`config.mk`:
```
export PLATFORM = sky130hd
export DESIGN_NAME = orrt_queue
export DESIGN_NICKNAME = d
export VERILOG_FILES = /design/src/hdl/orrt_pkg.sv /design/src/hdl/orrt_queue.sv
export SDC_FILE = /design/constraint.sdc
export NUM_CORES = 1
export LEC_CHECK = 0
export BUFFER_PORTS_ARGS = -buffer_cell sky130_fd_sc_hd__buf_2
export CAP_MARGIN = 20
export CORE_MARGIN = 2
export CORE_UTILIZATION = 40
export DETAILED_ROUTE_END_ITERATION = 10
export GPL_TIMING_DRIVEN = 0
export PLACE_DENSITY_LB_ADDON = 0.08
export SETUP_SLACK_MARGIN = 0.1
export SLEW_MARGIN = 20
export SYNTH_ARGS = -nofsm -noshare
export SYNTH_HDL_FRONTEND = slang
export SYNTH_SLANG_ARGS = --single-unit
```
`constraint.sdc`:
```
create_clock -name clk -period 3.5 [get_ports clk]
set_input_delay 0.7 -clock clk [delete_from_list [all_inputs] [get_ports clk]]
set_output_delay 0.7 -clock clk [all_outputs]
set_load 0.05 [all_outputs]
```
`src/hdl/orrt_pkg.sv`:
```
// Shared types, constants and octet compare functions for the IPv4 octet
// range rule table. No dependencies; every other file imports this package.
`default_nettype none

package orrt_pkg;

  localparam int unsigned MAX_RULES_DEF = 16;
  localparam int unsigned OCTETS_DEF    = 4;
  localparam int unsigned WORD_W        = 32;
  localparam int unsigned OCT_W         = 8;
  localparam int unsigned WORD_OCTETS   = WORD_W / OCT_W;
  localparam int unsigned STATUS_W      = 3;

  // Queue between the front and the back.
  localparam int unsigned Q_DEPTH = 2;
  localparam int unsigned Q_PTR_W = (Q_DEPTH > 1) ? $clog2(Q_DEPTH) : 1;
  localparam int unsigned Q_CNT_W = $clog2(Q_DEPTH + 1);

  typedef enum logic [STATUS_W-1:0] {
    ST_ADDED    = 3'd0,
    ST_MATCHED  = 3'd1,
    ST_NOMATCH  = 3'd2,
    ST_BADRANGE = 3'd3,
    ST_FULL     = 3'd4
  } status_t;

  typedef enum logic {
    OP_ADD    = 1'b0,
    OP_LOOKUP = 1'b1
  } opcode_t;

  // One classified request as it travels from the front to the back.
  typedef struct packed {
    logic              lookup;
    logic              bad_range;
    logic [WORD_W-1:0] lo;
    logic [WORD_W-1:0] hi;
    logic [WORD_W-1:0] addr;
  } rq_t;

  // Octet i of a field sits at bit 8*(octets-1-i), so only the lowest
  // min(octets, 4) bytes carry data; higher bytes are not compared.
  function automatic logic range_ok(input logic [WORD_W-1:0] lo,
                                    input logic [WORD_W-1:0] hi,
                                    input int unsigned octets);
    logic ok;
    ok = 1'b1;
    for (int unsigned j = 0; j < WORD_OCTETS; j++) begin
      if (j < octets && hi[j*OCT_W +: OCT_W] < lo[j*OCT_W +: OCT_W]) begin
        ok = 1'b0;
      end
    end
    return ok;
  endfunction

  function automatic logic rule_holds(input logic [WORD_W-1:0] lo,
                                      input logic [WORD_W-1:0] hi,
                                      input logic [WORD_W-1:0] addr,
                                      input int unsigned octets);
    logic ok;
    ok = 1'b1;
    for (int unsigned j = 0; j < WORD_OCTETS; j++) begin
      if (j < octets && (addr[j*OCT_W +: OCT_W] < lo[j*OCT_W +: OCT_W] ||
                         addr[j*OCT_W +: OCT_W] > hi[j*OCT_W +: OCT_W])) begin
        ok = 1'b0;
      end
    end
    return ok;
  endfunction

endpackage

`default_nettype wire

```
`src/hdl/orrt_queue.sv`:
```
// Short request queue that decouples the front stage from the back end.
// Depends on orrt_pkg for the request type and the queue depth.
`default_nettype none

module orrt_queue import orrt_pkg::*; (
  input  logic clk,
  input  logic rst,
  input  logic in_valid,
  output logic in_ready,
  input  rq_t  in_data,
  output logic out_valid,
  input  logic out_ready,
  output rq_t  out_data
);

  rq_t                entries [Q_DEPTH];
  logic [Q_PTR_W-1:0] wr_ptr;
  logic [Q_PTR_W-1:0] rd_ptr;
  logic [Q_CNT_W-1:0] fill;
  logic               push;
  logic               pop;

  assign in_ready  = (fill != Q_CNT_W'(Q_DEPTH));
  assign out_valid = (fill != '0);
  assign out_data  = entries[rd_ptr];
  assign push      = in_valid && in_ready;
  assign pop       = out_valid && out_ready;

  always_ff @(posedge clk) begin
    if (rst) begin
      wr_ptr <= '0;
      rd_ptr <= '0;
      fill   <= '0;
    end else begin
      if (push) begin
        wr_ptr <= (wr_ptr == Q_PTR_W'(Q_DEPTH - 1)) ? '0 : wr_ptr + Q_PTR_W'(1);
      end
      if (pop) begin
        rd_ptr <= (rd_ptr == Q_PTR_W'(Q_DEPTH - 1)) ? '0 : rd_ptr + Q_PTR_W'(1);
      end
      if (push && !pop) begin
        fill <= fill + Q_CNT_W'(1);
      end else if (pop && !push) begin
        fill <= fill - Q_CNT_W'(1);
      end
    end
  end

  always_ff @(posedge clk) begin
    if (push) begin
      entries[wr_ptr] <= in_data;
    end
  end

endmodule

`default_nettype wire

```
==> results of run 1 <==
[cells by family (layout without fill, tap and decap cells)]
family                   count (synthesis)  in the layout  share of synthesized area
flip-flops                             201            201                      0.812
multiplexers                            98             98                      0.160
buffers and inverters                   12            258                     0.0114
XOR/XNOR                                 3              3                    0.00357
AND/OR/NAND/NOR                          9              9                    0.00680
adder cells (fa/ha/maj)                  1              1                    0.00170
AO/OA/AOI/OAI                            5              5                    0.00408
[worst max-delay path, stage by stage (launching register included)]
cell	delay, ns
dfxtp_1	0.33
buf_6	0.14
buf_6	0.17
buf_6	0.19
mux2_4	0.31
buf_2	0.21
[sequential cells by signal (all words and copies together) (netlist names), named ones only]
| name | count |
|---|---|
| fill | 2 |
| wr_ptr | 1 |
| entries | 196 |
| rd_ptr | 1 |
[cells in the mapped netlist]
cell | number | area (um^2)
nand3b_1 | 1 | 7.51
buf_2 | 7 | 35.0
and2_1 | 1 | 6.26
xor2_1 | 3 | 26.3
nor2_1 | 3 | 11.3
buf_6 | 4 | 45.0
or2_2 | 1 | 6.26
o21ai_0 | 2 | 10.0
mux2_4 | 20 | 300
and3_1 | 1 | 6.26
edfxtp_1 | 196 | 5890
dfxtp_1 | 5 | 100
nand2b_1 | 1 | 6.26
or3_1 | 1 | 6.26
mux2_2 | 78 | 878
ha_1 | 1 | 12.5
inv_1 | 1 | 3.75
a21bo_2 | 1 | 10.0
a21oi_1 | 2 | 10.0
[metrics by stage]
step	setup WS [ns]	TNS (ns)
after floorplan	0.591	0
after global placement	-0.266	-25.35
after detailed placement	0.845	0
after CTS	0.880	0
after global routing	0.847	0
final	0.941	0
[cell type report]
cell class              instances  area, um^2  area share
plain buffers                  11        80.1     0.00842
clock buffers                  30         643      0.0677
clock inverters                10        78.8     0.00829
inverters                       1        7.51    0.000790
multi-input cells             116        1300       0.137
flip-flops and latches        201        5990       0.630
well taps                     229         287      0.0301
repair buffers                206        1120       0.118
[how the worst min path moves through the flow]
stage | to | depth (start not counted)
floorplan | fill[1] | 2
global placement | rd_ptr | 2
detailed placement | flip-flop | 2
CTS | entries[0][66] | 1
global route | entries[0][31] | 1
finish | entries[0][66] | 1
[layer usage]
metal | GRT usage | vias up | share of wire
li1 | - | 1776 | -
met1 | 0.157 | 1813 | 0.39
met2 | 0.238 | 144 | 0.50
met3 | 0.0588 | 19 | 0.094
met4 | 0.0389 | 0 | 0.020
met5 | 0 | - | 0
[power breakdown]
| part | switching [mW] | total, mW | internal [mW] |
|---|---|---|---|
| Combinational | 1.98 | 2.81 | 0.830 |
| Clock | 0.881 | 2.24 | 1.36 |
| Sequential | 0.0688 | 3.07 | 3.00 |
| Total | 2.93 | 8.12 | 5.20 |
==> flow_metrics.env, run 1 <==
export IMPL_status="finished, final reports clean"
export IMPL_cts_sinks=201
export IMPL_timing_fmax_mhz=391
export IMPL_grt_use_total=0.138
export IMPL_clkTransAtPathRegs_ns=0.06
export IMPL_crit_fanout=10
export IMPL_r2r_start="fill[0]"
export IMPL_dr_pass1_iters=4
export IMPL_cts_buffers=22
export IMPL_cts_root_buf="clkbuf_16"
export IMPL_postSynthCellCount=329
export IMPL_grt_remaining_overflow=0
export IMPL_grt_pass1_wl_mm=21.1
export IMPL_fin_crit_sh=0.731
export IMPL_stdcell_area_mm2=0.00951
export IMPL_power_leakage_nw=3.61
export IMPL_fin_worst_skew_ns=0.00667
export IMPL_rr_worst_depth=6
export IMPL_place_area_mm2=0.00878
export IMPL_antenna_found_initial=0
export IMPL_grt_max_degree=44
export IMPL_cts_hold_buffers=0
export IMPL_clock_path_buffers=3
export IMPL_drive_gt1_frac=0.614
export IMPL_min_from="in_data[66]"
export IMPL_finalCriticalPeriod_ns=2.56
export IMPL_layout_common_cells="buf_2 (208), edfxtp_1 (196), mux2_2 (78), clkbuf_16 (24), mux2_4 (20)"
export IMPL_htreeDepth=1
export IMPL_final_max_slew_viol_count=0
export IMPL_drtIter0Drc=132
export IMPL_nets=662
export IMPL_total_power_mw=8.12
export IMPL_cp_end_kind="output port"
export IMPL_synth_distinct_cells=19
export IMPL_drv_cap=0
export IMPL_rows=49
export IMPL_drc=0
export IMPL_n_fill_cell=1543
export IMPL_worst_slew_pin_transition_ns=0.651
export IMPL_startpoint_type="flip-flop"
export IMPL_synth_area_mm2=0.00737
export IMPL_fin_util=0.527
export IMPL_initial_utilization=0.409
export IMPL_r2r_setup_slack_ns=1.15
export IMPL_ant_nets=0
export IMPL_holdWs_ns=0.396
export IMPL_die_w_um=140
export IMPL_fin_cells=804
export IMPL_gp_congestion=0.704
export IMPL_vias=3752
export IMPL_ys_warn_count=0
export IMPL_clk_latency_ns=0.49
export IMPL_syn2layout_area_growth_pct=29.0
export IMPL_num_antenna_cells=0
export IMPL_setup_viol=0
export IMPL_path_class="flip-flop to output port"
export IMPL_grt_pass1_vias=3994
export IMPL_dp_cells=764
export IMPL_io_pins=202
export IMPL_cts_setup_buffers=0
export IMPL_ir_worst_vdd_v=0.000510
export IMPL_synth_nets=432
export IMPL_powerDensity_mw_per_mm2=854
export IMPL_synth_seq_area_share=0.813
export IMPL_arrival_ns=1.86
export IMPL_r2r_end="entries[0][63]"
export IMPL_maxSlewHeadroom=0.565
export IMPL_critPathRequiredTime_ns=2.80
export IMPL_drt_wirelength_per_cell_um=17.4
export IMPL_wirelength_mm=14.0
export IMPL_grt_setup_unrepaired="false"
export IMPL_die_area_mm2=0.0195
export IMPL_portBuffers=201
export IMPL_cts_resized=0
export IMPL_endpoint="out_data[61]"
export IMPL_viasPerCell=4.67
export IMPL_cts_tree="yes"
export IMPL_final_common_cell="buf_2"
export IMPL_core_mm2=0.0180
export IMPL_ys_seq_elements=201
export IMPL_hold_viol=0
export IMPL_place_hpwl_mm=9.69
export IMPL_hp_class="input port to flip-flop"
export IMPL_die_h_um=140
export IMPL_avgSynthCellArea_um2=22.4
No activity file was read; power rests on OpenSTA's default activity.
==> run 2: changes to the inputs <==
Clock period 3.5 ns to 2.3 ns, I/O delays scaled along.
==> run 2 against run 1 <==
Wire length is 1.4% higher. Cell count up 0.50%. Clock skew increased by 0.0037 ns.
==> flow_metrics.env, run 2 (synthesis gave the netlist of run 1 again) <==
export IMPL_status="finished, final reports clean"
export IMPL_initial_utilization=0.409
export IMPL_grt_setup_unrepaired="true"
export IMPL_cts_buffers=22
export IMPL_maxSlewHeadroom=0.698
export IMPL_vias=3816
export IMPL_htreeDepth=1
export IMPL_cts_root_buf="clkbuf_16"
export IMPL_fin_crit_sh=0.958
export IMPL_setup_viol=0
export IMPL_startpoint_type="flip-flop"
export IMPL_grt_pass1_wl_mm=21.2
export IMPL_place_hpwl_mm=9.51
export IMPL_cpPeakStageDelay_ns=0.36
export IMPL_wirelength_mm=14.2
export IMPL_clkTransAtPathRegs_ns=0.06
export IMPL_clk_latency_ns=0.49
export IMPL_layout_common_cells="edfxtp_1 (196), buf_2 (117), mux2_2 (78), buf_4 (59), buf_6 (29)"
export IMPL_rows=49
export IMPL_n_fill_cell=1453
export IMPL_worst_path_stages=4
export IMPL_nets=664
export IMPL_syn2layout_area_growth_pct=34.1
export IMPL_viasPerCell=4.72
export IMPL_crit_chain="buf_8 -> bufbuf_16 -> mux2_2 -> buf_6"
export IMPL_total_power_mw=12.7
export IMPL_hp_class="input port to flip-flop"
export IMPL_dr_pass1_iters=4
export IMPL_finalCriticalPeriod_ns=2.20
export IMPL_die_w_um=140
export IMPL_grt_pass1_vias=4089
export IMPL_largestRegisters="entries x196, fill x2"
export IMPL_largest_reg_flops=196
export IMPL_core_mm2=0.0180
export IMPL_powerDensity_mw_per_mm2=1290
export IMPL_crit_fanout=5
export IMPL_min_path_cells=1
export IMPL_io_pins=202
export IMPL_portBuffers=201
export IMPL_clock_path_buffers=3
export IMPL_die_area_mm2=0.0195
export IMPL_crit_buf_inv=3
export IMPL_power_leakage_nw=3.72
export IMPL_antenna_found_initial=0
export IMPL_grt_remaining_overflow=0
export IMPL_cts_setup_buffers=0
export IMPL_ant_nets=0
export IMPL_final_common_cell="edfxtp_1"
export IMPL_rr_worst_depth=4
export IMPL_final_max_slew_viol_count=0
export IMPL_slowest_stage="dfxtp_4"
export IMPL_die_h_um=140
export IMPL_finalSetupTns_ns=0
export IMPL_drc=0
export IMPL_worst_slew_pin_transition_ns=0.452
export IMPL_timing_fmax_mhz=454
export IMPL_gp_congestion=0.682
export IMPL_drtIter0Drc=148
export IMPL_drv_cap=0
export IMPL_cts_hold_buffers=0
export IMPL_ir_worst_vdd_v=0.000930
export IMPL_arrival_ns=1.74
export IMPL_drt_wirelength_per_cell_um=17.6
export IMPL_path_delay_family="buffers and inverters"
export IMPL_path_class="flip-flop to output port"
export IMPL_grt_use_total=0.139
export IMPL_drive_gt1_frac=0.614
export IMPL_top_register="entries"
export IMPL_cts_sinks=201
export IMPL_grt_max_degree=41
export IMPL_fin_worst_skew_ns=0.0104
export IMPL_critPathRequiredTime_ns=1.84
export IMPL_cts_tree="yes"
export IMPL_hold_viol=0
export IMPL_cp_end_kind="output port"
[run 2: cell count changes in the layout (fill, tap and decap cells not counted), moves of 2 or more]
cell / delta
buf_16: -2
buf_12: +6
buf_8: +4
buf_2: -91
buf_4: +59
clkbuf_1: +4
dfxtp_1: -2
buf_6: +25
diode_2: +2
clkbuf_8: -2
[run 2: through the flow]
stage / area (um^2) / hold slack (ns) / setup WS, ns / std cells / util
after floorplan: 7380 / 0.472 / -0.272 / 329 / -
after global placement: 8670 / 0.485 / -1.21 / 759 / 0.481
after detailed placement: 8780 / 0.494 / 0.303 / 764 / 0.487
after CTS: 9810 / 0.133 / 0.0480 / 806 / 0.544
after global routing: 9870 / 0.136 / 0.0323 / 806 / 0.548
final: 9880 / 0.154 / 0.0956 / 808 / 0.548
[run 2: final timing paths]
kind | startpoint | endpoint | slack, ns
max | flip-flop | out_data[83] | 0.1
min | in_data[44] | entries[1][44] | 0.15
max reg2reg | fill[0] | entries[1][57] | 0.40
min reg2reg | rd_ptr | rd_ptr | 0.51
[run 2: cell type report]
cell class	instances	area [um^2]	share of cell area
clock inverter	9	46.3	0.00469
timing repair buffer	208	1450	0.147
tap	229	287	0.0290
antenna	2	5.00	0.000507
buffer	11	174	0.0176
sequential	201	5990	0.606
inverter	1	7.51	0.000760
multi-input combinational	116	1310	0.133
clock buffer	31	606	0.0613
[run 2: where the power goes]
part | total [mW] | switching (mW) | internal [mW]
clock network | 3.13 | 1.29 | 1.84
logic | 4.89 | 3.10 | 1.80
registers | 4.69 | 0.116 | 4.58
total | 12.7 | 4.51 | 8.21
[run 2: metal layers]
| layer | up-vias | GRT usage | routed length [um] |
|---|---|---|---|
| met3 | 25 | 0.0561 | 1410 |
| met5 | - | 0 | 0 |
| li1 | 1787 | - | - |
| met2 | 138 | 0.233 | 6920 |
| met4 | 0 | 0.0447 | 322 |
| met1 | 1866 | 0.164 | 5570 |
[run 2: repair_timing]
| action | in CTS | in global routing |
|---|---|---|
| gates cloned | 2 | 0 |
| setup endpoints to repair | 90 | 96 |
| gates resized for setup | 117 | 38 |
| pin swaps | 0 | 0 |
==> run 3: changes to the inputs <==
Settings changed: CTS_BUF_LIST set to sky130_fd_sc_hd__clkbuf_4, REMOVE_ABC_BUFFERS set to 1.
==> run 3 against run 2 <==
Final area up 16%. Die area stayed put. Register-to-register slack got worse by 0.07 ns. Utilization is 8.5 points higher.
==> flow_metrics.env, run 3 (synthesis gave the netlist of run 1 again) <==
export IMPL_status="finished, final reports clean"
export IMPL_top_register="entries"
export IMPL_worst_slew_pin_transition_ns=0.497
export IMPL_cpPeakStageDelay_ns=0.38
export IMPL_crit_fanout=6
export IMPL_total_power_mw=13.4
export IMPL_grt_use_total=0.163
export IMPL_cts_tree="yes"
export IMPL_fin_util=0.633
export IMPL_cts_buffers=51
export IMPL_path_delay_family="buffers and inverters"
export IMPL_gp_congestion=0.699
export IMPL_grt_remaining_overflow=0
export IMPL_grt_pass1_wl_mm=24.8
export IMPL_cts_root_buf="clkbuf_4"
export IMPL_power_leakage_nw=4.42
export IMPL_grt_pass1_vias=4882
export IMPL_rows=49
export IMPL_die_area_mm2=0.0195
export IMPL_fin_crit_sh=0.992
export IMPL_drc=0
export IMPL_slowest_stage="dfxtp_4"
export IMPL_io_pins=202
export IMPL_htreeDepth=2
export IMPL_place_hpwl_mm=8.62
export IMPL_drt_wirelength_per_cell_um=17.0
export IMPL_core_mm2=0.0180
export IMPL_die_w_um=140
export IMPL_drtIter0Drc=208
export IMPL_crit_buf_inv=3
export IMPL_critPathRequiredTime_ns=1.84
export IMPL_final_max_slew_viol_count=0
export IMPL_grt_setup_unrepaired="true"
export IMPL_largestRegisters="entries x196, fill x2"
export IMPL_layout_common_cells="edfxtp_1 (196), buf_2 (103), dlygate4sd3_1 (99), buf_6 (79), clkbuf_4 (74)"
export IMPL_largest_reg_flops=196
export IMPL_finalCriticalPeriod_ns=2.28
export IMPL_powerDensity_mw_per_mm2=1170
export IMPL_die_h_um=140
export IMPL_grt_max_degree=54
export IMPL_clkTransAtPathRegs_ns=0.07
export IMPL_cts_sinks=201
export IMPL_cp_end_kind="output port"
export IMPL_vias=4405
export IMPL_setup_viol=0
export IMPL_final_common_cell="edfxtp_1"
export IMPL_dr_pass1_iters=4
export IMPL_hp_class="input port to flip-flop"
export IMPL_ir_worst_vdd_v=0.000608
export IMPL_antenna_found_initial=1
export IMPL_path_class="flip-flop to output port"
export IMPL_wirelength_mm=16.3
export IMPL_ant_nets=0
export IMPL_initial_utilization=0.409
export IMPL_drive_gt1_frac=0.550
export IMPL_drv_cap=0
export IMPL_startpoint_type="flip-flop"
export IMPL_timing_fmax_mhz=438
export IMPL_viasPerCell=4.61
export IMPL_maxSlewHeadroom=0.669
export IMPL_clk_latency_ns=0.61
export IMPL_fin_worst_skew_ns=0.0181
export IMPL_hold_viol=0
export IMPL_nets=793
export IMPL_portBuffers=201
export IMPL_arrival_ns=1.82
export IMPL_clock_path_buffers=3
export IMPL_syn2layout_area_growth_pct=55.0
export IMPL_crit_chain="buf_8 -> clkbuf_16 -> mux2_2 -> buf_6"
-- run 3: cell types whose count changed in the layout (fill, tap and decap cells not counted), moves of 7 or more --
cell	before	now
buf_8	4	21
dlygate4sd3_1	0	99
mux2_4	20	35
clkbuf_4	0	74
buf_6	29	79
buf_12	9	2
buf_2	117	103
mux2_2	78	63
clkbuf_16	23	2
clkbuf_1	8	0
clkinv_1	2	12
buf_16	0	13
buf_4	59	0
-- run 3: path summary, 6_finish.rpt --
check	startpoint	endpoint	slack, ns	cells past startpoint
min reg2reg	rd_ptr	flip-flop	0.52	2
max reg2reg	fill[0]	entries[0][96]	0.33	4
min	in_valid	wr_ptr	0.19	3
max	flip-flop	out_data[82]	0.02	4
-- run 3: timing repair --
item                                    CTS  global route
gates resized for setup                 247             2
cloned                                    8             2
hold buffers                             99             0
buffers inserted                          4             0
endpoints found under the setup margin   98            98
pin swaps                                 0             0
endpoints found under the hold margin   201             0
-- run 3: where the power goes --
part	internal, mW	switching [mW]	leakage, nW
clock	1.47	1.33	0.367
combinational	2.52	3.37	2.18
sequential	4.58	0.124	1.87
-- run 3: cell type report --
type	instances	area, um^2
Fill cell	1356	6610
Sequential cell	201	5990
Timing Repair Buffer	319	3160
Multi-Input combinational cell	116	1360
Clock buffer	74	556
Tap cell	229	287
Clock inverter	14	55.1
Inverter	1	8.76
Antenna cell	2	5.00
-- run 3: layer usage --
| layer | wire (um) | vias to the layer above | GRT usage |
|---|---|---|---|
| met4 | 284 | 0 | 0.0574 |
| met2 | 8180 | 154 | 0.277 |
| li1 | - | 2076 | - |
| met3 | 1160 | 24 | 0.0578 |
| met5 | 0 | - | 0 |
| met1 | 6660 | 2151 | 0.193 |
-- run 3: stage by stage --
| step | cells | instance area [um^2] | hold WS (ns) | worst slack (ns) | setup TNS (ns) |
|---|---|---|---|---|---|
| floorplan | 318 | 7290 | 0.471 | -1.53 | -401.89 |
| global placement | 748 | 8580 | 0.484 | -3.06 | -720.15 |
| detailed placement | 753 | 8720 | 0.493 | 0.353 | 0 |
| CTS | 952 | 11400 | 0.105 | -0.0684 | -3.61 |
| global route | 956 | 11400 | 0.125 | -0.0836 | -4.46 |
| finish | 956 | 11400 | 0.185 | 0.0174 | 0 |
-- run 3: worst min-delay path: stages --
cell	delay, ns
buf_2	0.11
a21bo_2	0.13
a21oi_1	0.05
